### src/design/chacha_pkg.sv
// shared types, constants and functions for the chacha20 stream cipher
`timescale 1ns / 1ps

package chacha_pkg;

   localparam int DOUBLE_ROUNDS_DEFAULT = 10;
   localparam int CSR_ADDR_WIDTH = 6;
   localparam int QUEUE_DEPTH = 4;

   localparam logic [31:0] SIGMA0 = 32'h61707865;
   localparam logic [31:0] SIGMA1 = 32'h3320646e;
   localparam logic [31:0] SIGMA2 = 32'h79622d32;
   localparam logic [31:0] SIGMA3 = 32'h6b206574;

   typedef enum logic [2:0] {
      REG_KEY0 = 3'd0,
      REG_KEY1 = 3'd1,
      REG_KEY2 = 3'd2,
      REG_KEY3 = 3'd3,
      REG_NONCE0 = 3'd4,
      REG_NONCE1 = 3'd5,
      REG_INIT_CTR = 3'd6
   } reg_index_type;

   typedef struct packed {
      logic [7:0] plain_byte;
      logic last_byte;
   } req_payload_type;

   typedef struct packed {
      logic [7:0] cipher_byte;
      logic last_out;
   } rsp_payload_type;

   // classified item handed from front to back
   typedef struct packed {
      logic [7:0] plain_byte;
      logic last_byte;
      logic new_block;
      logic [31:0] counter;
      logic [5:0] position;
   } work_item_type;

   typedef struct packed {
      logic [255:0] key;
      logic [95:0] nonce;
   } cipher_cfg_type;

   typedef enum logic [1:0] {
      ST_IDLE,
      ST_ROUND,
      ST_FINAL,
      ST_EMIT
   } back_state_type;

   function automatic logic [31:0] rotl(input logic [31:0] x, input int n);
      rotl = (x << n) | (x >> (32 - n));
   endfunction

   function automatic logic [127:0] qr_mix(input logic [127:0] abcd);
      logic [31:0] a, b, c, d;
      a = abcd[127:96];
      b = abcd[95:64];
      c = abcd[63:32];
      d = abcd[31:0];
      a = a + b; d = rotl(d ^ a, 16);
      c = c + d; b = rotl(b ^ c, 12);
      a = a + b; d = rotl(d ^ a, 8);
      c = c + d; b = rotl(b ^ c, 7);
      qr_mix = {a, b, c, d};
   endfunction

endpackage

### src/design/chacha_front.sv
// front part: tracks message position and block counter, classifies items
`timescale 1ns / 1ps

module chacha_front (
   input logic clock,
   input logic reset,
   input logic req_push,
   output logic req_full,
   input chacha_pkg::req_payload_type req_data,
   input logic [31:0] initial_counter,
   output logic wr_en,
   output chacha_pkg::work_item_type wr_item,
   input logic queue_full
);
   import chacha_pkg::*;

   logic in_message_ff, in_message_in;
   logic [31:0] counter_ff, counter_in;
   logic [5:0] position_ff, position_in;
   logic [31:0] cur_counter;
   logic [5:0] cur_position;

   assign req_full = queue_full;
   assign wr_en = req_push && !queue_full;
   assign cur_counter = in_message_ff ? counter_ff : initial_counter;
   assign cur_position = in_message_ff ? position_ff : 6'd0;

   always_comb begin
      wr_item.plain_byte = req_data.plain_byte;
      wr_item.last_byte = req_data.last_byte;
      wr_item.new_block = (cur_position == 6'd0);
      wr_item.counter = cur_counter;
      wr_item.position = cur_position;
      in_message_in = in_message_ff;
      counter_in = counter_ff;
      position_in = position_ff;
      if (wr_en) begin
         position_in = cur_position + 6'd1;
         counter_in = (cur_position == 6'd63) ? cur_counter + 32'd1 : cur_counter;
         in_message_in = !req_data.last_byte;
      end
   end

   always_ff @(posedge clock) begin
      if (reset) begin
         in_message_ff <= 1'b0;
         counter_ff <= 32'd1;
         position_ff <= 6'd0;
      end else begin
         in_message_ff <= in_message_in;
         counter_ff <= counter_in;
         position_ff <= position_in;
      end
   end

`ifndef ASSERT_OFF
   a_pos_advance: assert property (@(posedge clock) disable iff (reset)
      wr_en && !req_data.last_byte |=> position_ff == $past(cur_position) + 6'd1)
      else $error("position did not advance");
   a_last_ends: assert property (@(posedge clock) disable iff (reset)
      wr_en && req_data.last_byte |=> !in_message_ff)
      else $error("message not closed after last item");
   a_wrap_count: assert property (@(posedge clock) disable iff (reset)
      wr_en && cur_position == 6'd63 && !req_data.last_byte
      |=> counter_ff == $past(cur_counter) + 32'd1)
      else $error("counter did not step at block end");
`endif

endmodule

### src/design/chacha_queue.sv
// short item queue between front and back
`timescale 1ns / 1ps

module chacha_queue #(
   parameter int DEPTH = chacha_pkg::QUEUE_DEPTH
) (
   input logic clock,
   input logic reset,
   input logic wr_en,
   input chacha_pkg::work_item_type wr_item,
   output logic full,
   input logic rd_en,
   output chacha_pkg::work_item_type rd_item,
   output logic empty
);
   import chacha_pkg::*;

   localparam int AW = (DEPTH > 1) ? $clog2(DEPTH) : 1;

   work_item_type mem_ff [DEPTH];
   logic [AW-1:0] wptr_ff, rptr_ff;
   logic [AW:0] count_ff;

   function automatic logic [AW-1:0] bump(input logic [AW-1:0] p);
      bump = (p == AW'(DEPTH - 1)) ? '0 : p + 1'b1;
   endfunction

   assign full = (count_ff == (AW+1)'(DEPTH));
   assign empty = (count_ff == '0);
   assign rd_item = mem_ff[rptr_ff];

   always_ff @(posedge clock) begin
      if (wr_en && !full) begin
         mem_ff[wptr_ff] <= wr_item;
      end
   end

   always_ff @(posedge clock) begin
      if (reset) begin
         wptr_ff <= '0;
         rptr_ff <= '0;
         count_ff <= '0;
      end else begin
         if (wr_en && !full) begin
            wptr_ff <= bump(wptr_ff);
         end
         if (rd_en && !empty) begin
            rptr_ff <= bump(rptr_ff);
         end
         count_ff <= count_ff + (AW+1)'(wr_en && !full) - (AW+1)'(rd_en && !empty);
      end
   end

`ifndef ASSERT_OFF
   a_no_overflow: assert property (@(posedge clock) disable iff (reset)
      count_ff <= (AW+1)'(DEPTH))
      else $error("queue count out of range");
   a_count_tracks: assert property (@(posedge clock) disable iff (reset)
      wr_en && !full && !(rd_en && !empty) |=> count_ff == $past(count_ff) + 1'b1)
      else $error("queue count did not rise");
   a_empty_ptrs: assert property (@(posedge clock) disable iff (reset)
      empty |-> wptr_ff == rptr_ff)
      else $error("pointers differ while empty");
`endif

endmodule

### src/design/chacha_back.sv
// back part: keystream block generator, one quarter-round a cycle, and byte xor
`timescale 1ns / 1ps

module chacha_back #(
   parameter int DOUBLE_ROUNDS = chacha_pkg::DOUBLE_ROUNDS_DEFAULT
) (
   input logic clock,
   input logic reset,
   input chacha_pkg::cipher_cfg_type cfg,
   input logic q_empty,
   input chacha_pkg::work_item_type q_item,
   output logic q_pop,
   output logic rsp_empty,
   input logic rsp_pop,
   output chacha_pkg::rsp_payload_type rsp_data
);
   import chacha_pkg::*;

   localparam int QR_TOTAL = 8 * DOUBLE_ROUNDS;
   localparam int QW = $clog2(QR_TOTAL);

   back_state_type state_ff, state_in;
   logic [31:0] work_ff [16];
   logic [31:0] init_ff [16];
   logic [31:0] ks_ff [16];
   logic [QW-1:0] qr_ff, qr_in;
   logic [2:0] step;
   logic [3:0] ia, ib, ic, id;
   logic [127:0] qr_out;
   logic out_valid_ff, out_valid_in;
   rsp_payload_type out_ff;
   logic load_init, do_round, do_final, do_emit;
   logic [31:0] ks_word;
   logic [7:0] ks_byte;

   assign step = qr_ff[2:0];
   always_comb begin
      unique case (step)
         3'd0: begin ia = 4'd0; ib = 4'd4; ic = 4'd8;  id = 4'd12; end
         3'd1: begin ia = 4'd1; ib = 4'd5; ic = 4'd9;  id = 4'd13; end
         3'd2: begin ia = 4'd2; ib = 4'd6; ic = 4'd10; id = 4'd14; end
         3'd3: begin ia = 4'd3; ib = 4'd7; ic = 4'd11; id = 4'd15; end
         3'd4: begin ia = 4'd0; ib = 4'd5; ic = 4'd10; id = 4'd15; end
         3'd5: begin ia = 4'd1; ib = 4'd6; ic = 4'd11; id = 4'd12; end
         3'd6: begin ia = 4'd2; ib = 4'd7; ic = 4'd8;  id = 4'd13; end
         default: begin ia = 4'd3; ib = 4'd4; ic = 4'd9; id = 4'd14; end
      endcase
   end

   assign qr_out = qr_mix({work_ff[ia], work_ff[ib], work_ff[ic], work_ff[id]});
   assign ks_word = ks_ff[q_item.position[5:2]];
   assign ks_byte = ks_word[8*q_item.position[1:0] +: 8];

   always_comb begin
      state_in = state_ff;
      qr_in = qr_ff;
      load_init = 1'b0;
      do_round = 1'b0;
      do_final = 1'b0;
      do_emit = 1'b0;
      q_pop = 1'b0;
      out_valid_in = out_valid_ff && !rsp_pop;
      unique case (state_ff)
         ST_IDLE: begin
            if (!q_empty) begin
               if (q_item.new_block) begin
                  load_init = 1'b1;
                  qr_in = '0;
                  state_in = ST_ROUND;
               end else begin
                  state_in = ST_EMIT;
               end
            end
         end
         ST_ROUND: begin
            do_round = 1'b1;
            qr_in = qr_ff + 1'b1;
            if (qr_ff == QW'(QR_TOTAL - 1)) begin
               state_in = ST_FINAL;
            end
         end
         ST_FINAL: begin
            do_final = 1'b1;
            state_in = ST_EMIT;
         end
         ST_EMIT: begin
            if (!out_valid_in) begin
               do_emit = 1'b1;
               q_pop = 1'b1;
               out_valid_in = 1'b1;
               state_in = ST_IDLE;
            end
         end
         default: state_in = ST_IDLE;
      endcase
   end

   always_ff @(posedge clock) begin
      if (reset) begin
         state_ff <= ST_IDLE;
         out_valid_ff <= 1'b0;
      end else begin
         state_ff <= state_in;
         out_valid_ff <= out_valid_in;
      end
   end

   always_ff @(posedge clock) begin
      qr_ff <= qr_in;
      if (load_init) begin
         init_ff[0] <= SIGMA0; init_ff[1] <= SIGMA1;
         init_ff[2] <= SIGMA2; init_ff[3] <= SIGMA3;
         work_ff[0] <= SIGMA0; work_ff[1] <= SIGMA1;
         work_ff[2] <= SIGMA2; work_ff[3] <= SIGMA3;
         for (int i = 0; i < 8; i++) begin
            init_ff[4+i] <= cfg.key[32*i +: 32];
            work_ff[4+i] <= cfg.key[32*i +: 32];
         end
         init_ff[12] <= q_item.counter;
         work_ff[12] <= q_item.counter;
         for (int i = 0; i < 3; i++) begin
            init_ff[13+i] <= cfg.nonce[32*i +: 32];
            work_ff[13+i] <= cfg.nonce[32*i +: 32];
         end
      end else if (do_round) begin
         work_ff[ia] <= qr_out[127:96];
         work_ff[ib] <= qr_out[95:64];
         work_ff[ic] <= qr_out[63:32];
         work_ff[id] <= qr_out[31:0];
      end
      if (do_final) begin
         for (int i = 0; i < 16; i++) begin
            ks_ff[i] <= work_ff[i] + init_ff[i];
         end
      end
      if (do_emit) begin
         out_ff.cipher_byte <= q_item.plain_byte ^ ks_byte;
         out_ff.last_out <= q_item.last_byte;
      end
   end

   assign rsp_empty = !out_valid_ff;
   assign rsp_data = out_ff;

`ifndef ASSERT_OFF
   a_pop_only_emit: assert property (@(posedge clock) disable iff (reset)
      q_pop |-> state_ff == ST_EMIT && !q_empty)
      else $error("queue popped outside emit");
   a_round_to_final: assert property (@(posedge clock) disable iff (reset)
      state_ff == ST_ROUND && qr_ff == QW'(QR_TOTAL - 1) |=> state_ff == ST_FINAL)
      else $error("round count overran");
   a_out_holds: assert property (@(posedge clock) disable iff (reset)
      out_valid_ff && !rsp_pop |=> out_valid_ff && $stable(out_ff))
      else $error("result changed while waiting");
`endif

endmodule

### src/design/chacha20_stream_cipher.sv
// top level of the chacha20 stream cipher
`timescale 1ns / 1ps
// chacha20 (rfc 8439) stream cipher, one data byte per item.
// input queue: req_push/req_full with req_data {plain_byte, last_byte}.
// result queue: rsp_empty/rsp_pop with rsp_data {cipher_byte, last_out}.
// csr port: apb-style, 64-bit data, register i at byte address 8*i:
//   key quarters 0..3, nonce low, nonce high, initial counter.
// the front stamps each item with block counter and byte position and
// places it in a 4-entry queue; the back regenerates a keystream block
// on the first byte of every block, one quarter-round per cycle.
// a byte opening a block goes through the round, final and emit states of
// the back sequencer, other bytes from idle straight to emit; the back
// finishes each byte before it takes the next, and its pace is set by the
// shared quarter-round unit and the idle/emit steps of the back sequencer.
// reset clears the queue, output and message state; key and nonce go to
// zero and the initial counter to 1. a stalled receiver holds the result
// register, the queue then fills and req_full rises.
module chacha20_stream_cipher #(
   parameter int DOUBLE_ROUNDS = chacha_pkg::DOUBLE_ROUNDS_DEFAULT
) (
   input logic clock,
   input logic reset,
   input logic req_push,
   output logic req_full,
   input chacha_pkg::req_payload_type req_data,
   output logic rsp_empty,
   input logic rsp_pop,
   output chacha_pkg::rsp_payload_type rsp_data,
   input logic psel,
   input logic penable,
   input logic pwrite,
   input logic [chacha_pkg::CSR_ADDR_WIDTH-1:0] paddr,
   input logic [63:0] pwdata,
   output logic [63:0] prdata,
   output logic pready
);
   import chacha_pkg::*;

   logic [63:0] key0_ff, key1_ff, key2_ff, key3_ff, nonce0_ff;
   logic [31:0] nonce1_ff, init_ctr_ff;
   logic csr_write;
   logic [2:0] csr_index;
   cipher_cfg_type cfg;
   logic wr_en, q_full, q_empty, q_pop;
   work_item_type wr_item, q_item;

   assign pready = 1'b1;
   assign csr_write = psel && penable && pwrite;
   assign csr_index = paddr[5:3];

   always_ff @(posedge clock) begin
      if (reset) begin
         key0_ff <= '0; key1_ff <= '0; key2_ff <= '0; key3_ff <= '0;
         nonce0_ff <= '0; nonce1_ff <= '0; init_ctr_ff <= 32'd1;
      end else if (csr_write && paddr[2:0] == 3'd0) begin
         unique case (csr_index)
            REG_KEY0: key0_ff <= pwdata;
            REG_KEY1: key1_ff <= pwdata;
            REG_KEY2: key2_ff <= pwdata;
            REG_KEY3: key3_ff <= pwdata;
            REG_NONCE0: nonce0_ff <= pwdata;
            REG_NONCE1: nonce1_ff <= pwdata[31:0];
            REG_INIT_CTR: init_ctr_ff <= pwdata[31:0];
            default: ;
         endcase
      end
   end

   always_comb begin
      unique case (csr_index)
         REG_KEY0: prdata = key0_ff;
         REG_KEY1: prdata = key1_ff;
         REG_KEY2: prdata = key2_ff;
         REG_KEY3: prdata = key3_ff;
         REG_NONCE0: prdata = nonce0_ff;
         REG_NONCE1: prdata = {32'd0, nonce1_ff};
         REG_INIT_CTR: prdata = {32'd0, init_ctr_ff};
         default: prdata = '0;
      endcase
   end

   assign cfg.key = {key3_ff, key2_ff, key1_ff, key0_ff};
   assign cfg.nonce = {nonce1_ff, nonce0_ff};

   chacha_front u_front (
      .clock(clock), .reset(reset),
      .req_push(req_push), .req_full(req_full), .req_data(req_data),
      .initial_counter(init_ctr_ff),
      .wr_en(wr_en), .wr_item(wr_item), .queue_full(q_full)
   );

   chacha_queue #(.DEPTH(QUEUE_DEPTH)) u_queue (
      .clock(clock), .reset(reset),
      .wr_en(wr_en), .wr_item(wr_item), .full(q_full),
      .rd_en(q_pop), .rd_item(q_item), .empty(q_empty)
   );

   chacha_back #(.DOUBLE_ROUNDS(DOUBLE_ROUNDS)) u_back (
      .clock(clock), .reset(reset), .cfg(cfg),
      .q_empty(q_empty), .q_item(q_item), .q_pop(q_pop),
      .rsp_empty(rsp_empty), .rsp_pop(rsp_pop), .rsp_data(rsp_data)
   );

endmodule
### config.mk
export PLATFORM = sky130hd
export DESIGN_NAME = chacha20_stream_cipher
export DESIGN_NICKNAME = d
export VERILOG_FILES = /design/src/design/chacha_pkg.sv /design/src/design/chacha_front.sv /design/src/design/chacha_queue.sv /design/src/design/chacha_back.sv /design/src/design/chacha20_stream_cipher.sv
export SDC_FILE = /design/constraint.sdc
export NUM_CORES = 2
export LEC_CHECK = 0
export BUFFER_PORTS_ARGS = -buffer_cell sky130_fd_sc_hd__buf_4
export CORE_MARGIN = 1
export CORE_UTILIZATION = 40
export DETAILED_ROUTE_END_ITERATION = 7
export PLACE_DENSITY = 0.63
export SLEW_MARGIN = 20
export SYNTH_ARGS = -nofsm -noshare
export SYNTH_HDL_FRONTEND = slang
export SYNTH_HIERARCHICAL = 1
export SYNTH_SLANG_ARGS = --single-unit
### constraint.sdc
create_clock -name clock -period 17.06 [get_ports clock]
set_input_delay 0 -clock clock [delete_from_list [all_inputs] [get_ports clock]]
set_output_delay 0 -clock clock [all_outputs]
set_load 0.02 [all_outputs]
-- Word level (Yosys, flattened, before mapping)
Memory sizes are Yosys's and may differ from the RTL's. A register that Yosys moved wholly into a read port is not among the register bits.
Index checks and enable logic that the tools add are counted.
- add/sub/neg operators: 27
- eq/ne operators: 24
- shifts and indexed selects: 1
- multiplexer cells: 49
- bitwise logic cells: 9
- reduce and logical (&&, ||, !) cells: 44
- operators by type and width (kind ; count):
    adder 32 bit ; 20
    one-hot mux 64 bit (7 select lines) ; 1
    two-way mux 32 bit ; 6
    OR reduction 32 bit ; 4
    XOR 32 bit ; 4
    adder 32 x 1 -> 32 bit (second input constant) ; 1
    bitwise OR 32 x 12 -> 32 bit ; 1
    bitwise OR 32 x 16 -> 32 bit ; 1
    bitwise OR 32 x 7 -> 32 bit ; 1
    bitwise OR 32 x 8 -> 32 bit ; 1
    indexed part select 32 x 6 -> 8 bit ; 1
    one-hot mux 2 bit (3 select lines) ; 4
    OR reduction 2 bit ; 12
    equality test 3 bit (second input constant) ; 7
    two-way mux 1 bit ; 21
    two-way mux 2 bit ; 8
    two-way mux 4 bit ; 4
    two-way mux 7 bit ; 2
    one-hot mux 7 bit (2 select lines) ; 1
    AND reduction 2 bit ; 7
    equality test 3 x 2 -> 1 bit (second input constant) ; 4
    logical NOT 3 bit ; 4
    equality test 2 bit (second input constant) ; 4
    one-hot mux 2 bit (4 select lines) ; 1
    19 further kinds ; 34
- flip-flop bits (word level): 449
- memory bits (writable): 1728
- output and inout bits: 76
- word-level logic and storage cells: 176
- memories kept: 4
- memory list (memory ; words ; bits a word ; rd ports ; clocked after Yosys merged registers in ; write ports ; RTL line ; source):
    u_back.init_ff ; 16 ; 32 ; 16 ; 0 ; 16 ; chacha_back.sv:24 ; logic [31:0] init_ff [16];
    u_back.ks_ff ; 16 ; 32 ; 1 ; 0 ; 16 ; chacha_back.sv:25 ; logic [31:0] ks_ff [16];
    u_back.work_ff ; 16 ; 32 ; 20 ; 0 ; 16 ; chacha_back.sv:23 ; logic [31:0] work_ff [16];
    u_queue.mem_ff ; 4 ; 48 ; 1 ; 1 ; 1 ; chacha_queue.sv:20 ; work_item_type mem_ff [DEPTH];

-- Depth between registers and ports, before layout
An unclocked memory read counts as a cell.
- depth after elaboration: 17
- mapped depth: 59
- mapped depth without buffers: 54

-- Cells and area by module
Netlist, hierarchy kept.
- by module, submodules not included (module ; instances ; cells an instance ; area each (sq um)):
    chacha_back ; 1 ; 6883 ; 82038.7
    chacha20_stream_cipher ; 1 ; 1637 ; 17783.3
    chacha_queue ; 1 ; 300 ; 7400.8
    chacha_front ; 1 ; 376 ; 2966.6

-- Worst setup path before layout
OpenSTA, ideal clock, no wires.
- kind: reg-to-reg
- from: register u_back.qr_ff[0]
- to: memory u_back.work_ff[4][5] (data pin)
- library setup time: 0.265 ns
- data arrival time: 13.114 ns
- required time: 16.795 ns
- slack: 3.680 ns
- stages on the path, launching flop included: 60
- path buffers: 6
- path through: edfxtp_1 > clkbuf_1 > clkinv_1 > buf_1 > ha_1 > buf_2 > nor2_1 > a21oi_1 > clkbuf_1 > clkbuf_1 > buf_2 > mux2i_1 > ha_1 > inv_1 > fa_1 > nor2b_1 > o211ai_1 > a21boi_1 > [24 not listed] > o21ai_0 > a21o_1 > a21oi_1 > xor2_2 > xnor2_1 > ha_1 > fa_1 > a21o_1 > a21oi_1 > o21ai_1 > a31o_2 > a2111oi_4 > o31a_1 > o21ai_1 > a41oi_1 > xor2_1 > xor2_1 > o21ai_0
- RTL lines (item ; RTL line ; source):
    start, declared ; chacha_back.sv:26 ; logic [QW-1:0] qr_ff, qr_in;
    start signal, assigned ; chacha_back.sv:109 ; qr_ff <= qr_in;
    end, declared ; chacha_back.sv:23 ;

==> impl_metrics.ini <==
[critical_path]
r2r_end = u_back/work_ff[5][3]
critPathKind = reg -> reg
rrSetupSlack_ps = 880
end_kind = flip-flop
cpPeakStageDelay_ps = 840
reg2regPathDepth = 50
cp_slowest_cell = a31oi_1
crit-reg2reg-launch = u_back/qr_ff[0]
path_common_cell = a21oi_1
arrival_ps = 16830
critPathRequiredTime_ps = 17710
crit_path_max_fanout = 27
cp-start-kind = flip-flop

[floorplan]
die_h_um = 527
num_rows = 192
ios = 162
core_area_sq_um = 274000
start_util_pct = 40.2
fp.dieW_um = 527
dieArea_sq_um = 278000

[timing]
final-hold-violation-count = 0
fmax_mhz = 61.8
min_period_ps = 16180
finalCritPeriodShare_pct = 94.8
setup_tns_ps = 0
tightest_slew_ps = 1270
maxSlewHeadroom_pct = 14.9
drv_slew = 0
clock_skew_ps = 131
setup_viol = 0
rsz0062_at_grt = false

[route]
drc = 0
dr.pass1.iters = 7
wl_per_cell_um = 35.1
drtIter0Drc = 10400
routed_wl_mm = 469
vias = 81700
via_per_inst = 6.12
detail-route-antenna-nets = 0

[grt]
grt_pass1_wl_mm = 631
antenna_found_initial = 59
track_usage_pct = 33.0
overflow = 0
grt_max_degree = 157
grt_pass1_vias = 77300

[logic_synthesis]
synth.mux.area_fraction_pct = 11.4
yosys-top-cells-area = edfxtp_1, dfxtp_1, mux4_2
async_reset_ff_share_pct = 0
synth_compound_area_share_pct = 11.4
synth.distinct_cells = 116
synth_edf_count = 1616
synth_fa_ha_area_share_pct = 6.20
syn_inst = 9196
ys_ff_latch = 2051
synth_top_area_share_pct = 44.0
synth_ff_type = edfxtp_1
syn-num-nets = 9818
synth_top_area_cell = edfxtp_1
synthesis.area_sq_um = 110000
synth_xor_area_share_pct = 5.68
yosysSeqAreaShare_pct = 51.9
postSynthAreaPerCell_sq_um = 12.0
synth-simple-area-share_pct = 11.0
synth_warnings = 6
synth_top_family_by_area = compound AO/OA/AOI/OAI gates

[cells_and_area]
layout-drive-gt1-share_pct = 13.4
fin_nets = 10200
layout_commonest_cell = edfxtp_1
areaGrowthSynthToFinish_pct = 13.5
layout_common_cells = edfxtp_1, nand2_1, o21ai_0

[clocking]
cts_buffers = 224
post-cts-setup-buffers = 0
root_buffer = clkbuf_16
cts.htree.levels = 4
cts_tree = yes
insertion_delay_ps = 970
cts_sinks = 2051
cts_buffer_depth = 4
clk_pin_slew_ps = 60

[worst_hold_path]
whs_path_depth = 4
worstHoldEndpoint = key1_ff[43]
holdCritStartpoint = pwdata[43]
hp-class = in -> reg

[run]
drv_cap = 0

[place]
hpwlAfterDp_mm = 371
globalplace.congestion = 1.08
io_buffers = 160

[status]
status = completed
## layer usage
metal  GRT usage (%)  vias up  wire [um]
met4            22.2       28      36900
met1            41.8    41000     180000
met3            7.07      921      44400
li1                -    35200          -
met5               0        -        241
met2            50.7     4520     207000
## cell families (layout without fill, tap and decap cells)
logic type,count (synthesis),count (layout)
buffers and inverters,640,1163
other,1,35
and+or+nand+nor,2443,2443
muxes,853,853
DFF,2051,2051
xor gates and xnor gates,700,700
AOI/OAI and AO/OA,1972,1972
adders and majority gates,536,536
## cell usage after synthesis (19+ instances only)
| cell | number |
|---|---|
| xnor2_1 | 432 |
| nand3b_1 | 26 |
| nand4_1 | 47 |
| a221o_1 | 26 |
| nor3_1 | 100 |
| dfxtp_1 | 435 |
| o31ai_1 | 30 |
| o21ai_0 | 585 |
| edfxtp_1 | 1616 |
| nand3_1 | 166 |
| a21oi_1 | 449 |
| buf_1 | 33 |
| a211oi_1 | 79 |
| a21o_1 | 210 |
| buf_2 | 60 |
| or2_2 | 19 |
| mux2i_1 | 444 |
| mux2_2 | 99 |
| inv_1 | 240 |
| a22oi_1 | 19 |
| o21bai_1 | 61 |
| nor2_1 | 356 |
| or3_1 | 24 |
| and4_1 | 20 |
| and2_1 | 42 |
| o21a_1 | 68 |
| nor2b_1 | 54 |
| ha_1 | 519 |
| a31oi_1 | 110 |
| buf_4 | 35 |
| nand2b_1 | 517 |
| o211a_1 | 20 |
| a2111oi_0 | 22 |
| clkbuf_1 | 259 |
| nand2_1 | 893 |
| xor2_1 | 256 |
| a22o_1 | 50 |
| and3_1 | 78 |
| o211ai_1 | 30 |
| mux4_2 | 310 |
## critical path, delay by kind of cell (launching register included)
family,cells,cell delay (ps)
compound gates,29,7870
xor+xnor,5,2000
fa+ha+maj,6,2390
buf+inv,1,200
flops,1,530
mux,1,460
simple gates,8,2480
## cell type report
| cell class | count | area [sq um] |
|---|---|---|
| Antenna cell | 34 | 85.1 |
| Clock buffer | 299 | 6150 |
| Clock inverter | 113 | 1310 |
| Fill cell | 24800 | 149000 |
| Inverter | 242 | 916 |
| Multi-Input combinational cell | 6505 | 50700 |
| Sequential cell | 2051 | 57200 |
| Tap cell | 3589 | 4490 |
| Timing Repair Buffer | 509 | 4150 |
## metrics by stage
step	utilization, %	setup WS [ps]	cell area [sq um]	hold WS [ps]	cells
6_report	45.7	884	125000	18.9	13300
5_1_grt	45.6	138	125000	78.0	13300
2_1_floorplan	-	3680	110000	69.1	9196
4_1_cts	45.6	1180	125000	0.0514	13300
3_3_place_gp	42.5	1380	116000	200	12800
3_5_place_dp	42.5	1220	116000	206	12800
## registers in the layout, summed over array words and instances, names as in the netlist, named ones only
register               cells
u_back/ks_ff             512
u_back/work_ff           512
u_back/init_ff           384
u_queue/mem_ff           192
key0_ff                   64
key1_ff                   64
key2_ff                   64
key3_ff                   64
nonce0_ff                 64
init_ctr_ff               32
nonce1_ff                 32
u_front/counter_ff        32
u_back/rsp_data            9
u_back/qr_ff               7
u_front/position_ff        6
u_queue/count_ff           3
u_back/state_ff            2
u_queue/rptr_ff            2
u_queue/wptr_ff            2
u_back/out_valid_ff        1
u_front/in_message_ff      1
## what timing repair did
action	in CTS	in global routing
resized for setup	0	2
setup endpoints to repair	0	4
endpoints found under the hold margin	468	0
hold buffers	103	0
## worst max-delay path by stage
stage | start | endpoint | slack [ps] | depth (start not counted)
finish | u_back/qr_ff[0] | u_back/work_ff[5][3] | 880 | 50
global route | u_back/qr_ff[0] | u_back/work_ff[4][3] | 140 | 53
CTS | u_back/qr_ff[0] | u_back/work_ff[5][3] | 1180 | 52
detailed placement | u_back/qr_ff[0] | u_back/work_ff[5][3] | 1220 | 52
global placement | u_back/qr_ff[0] | u_back/work_ff[5][3] | 1380 | 51
floorplan | u_back/qr_ff[0] | u_back/work_ff[4][5] | 3680 | 59
Power is left out: the tool's default activity adds up to more than one toggle a clock period on the data nets, which glitch-free logic cannot reach.
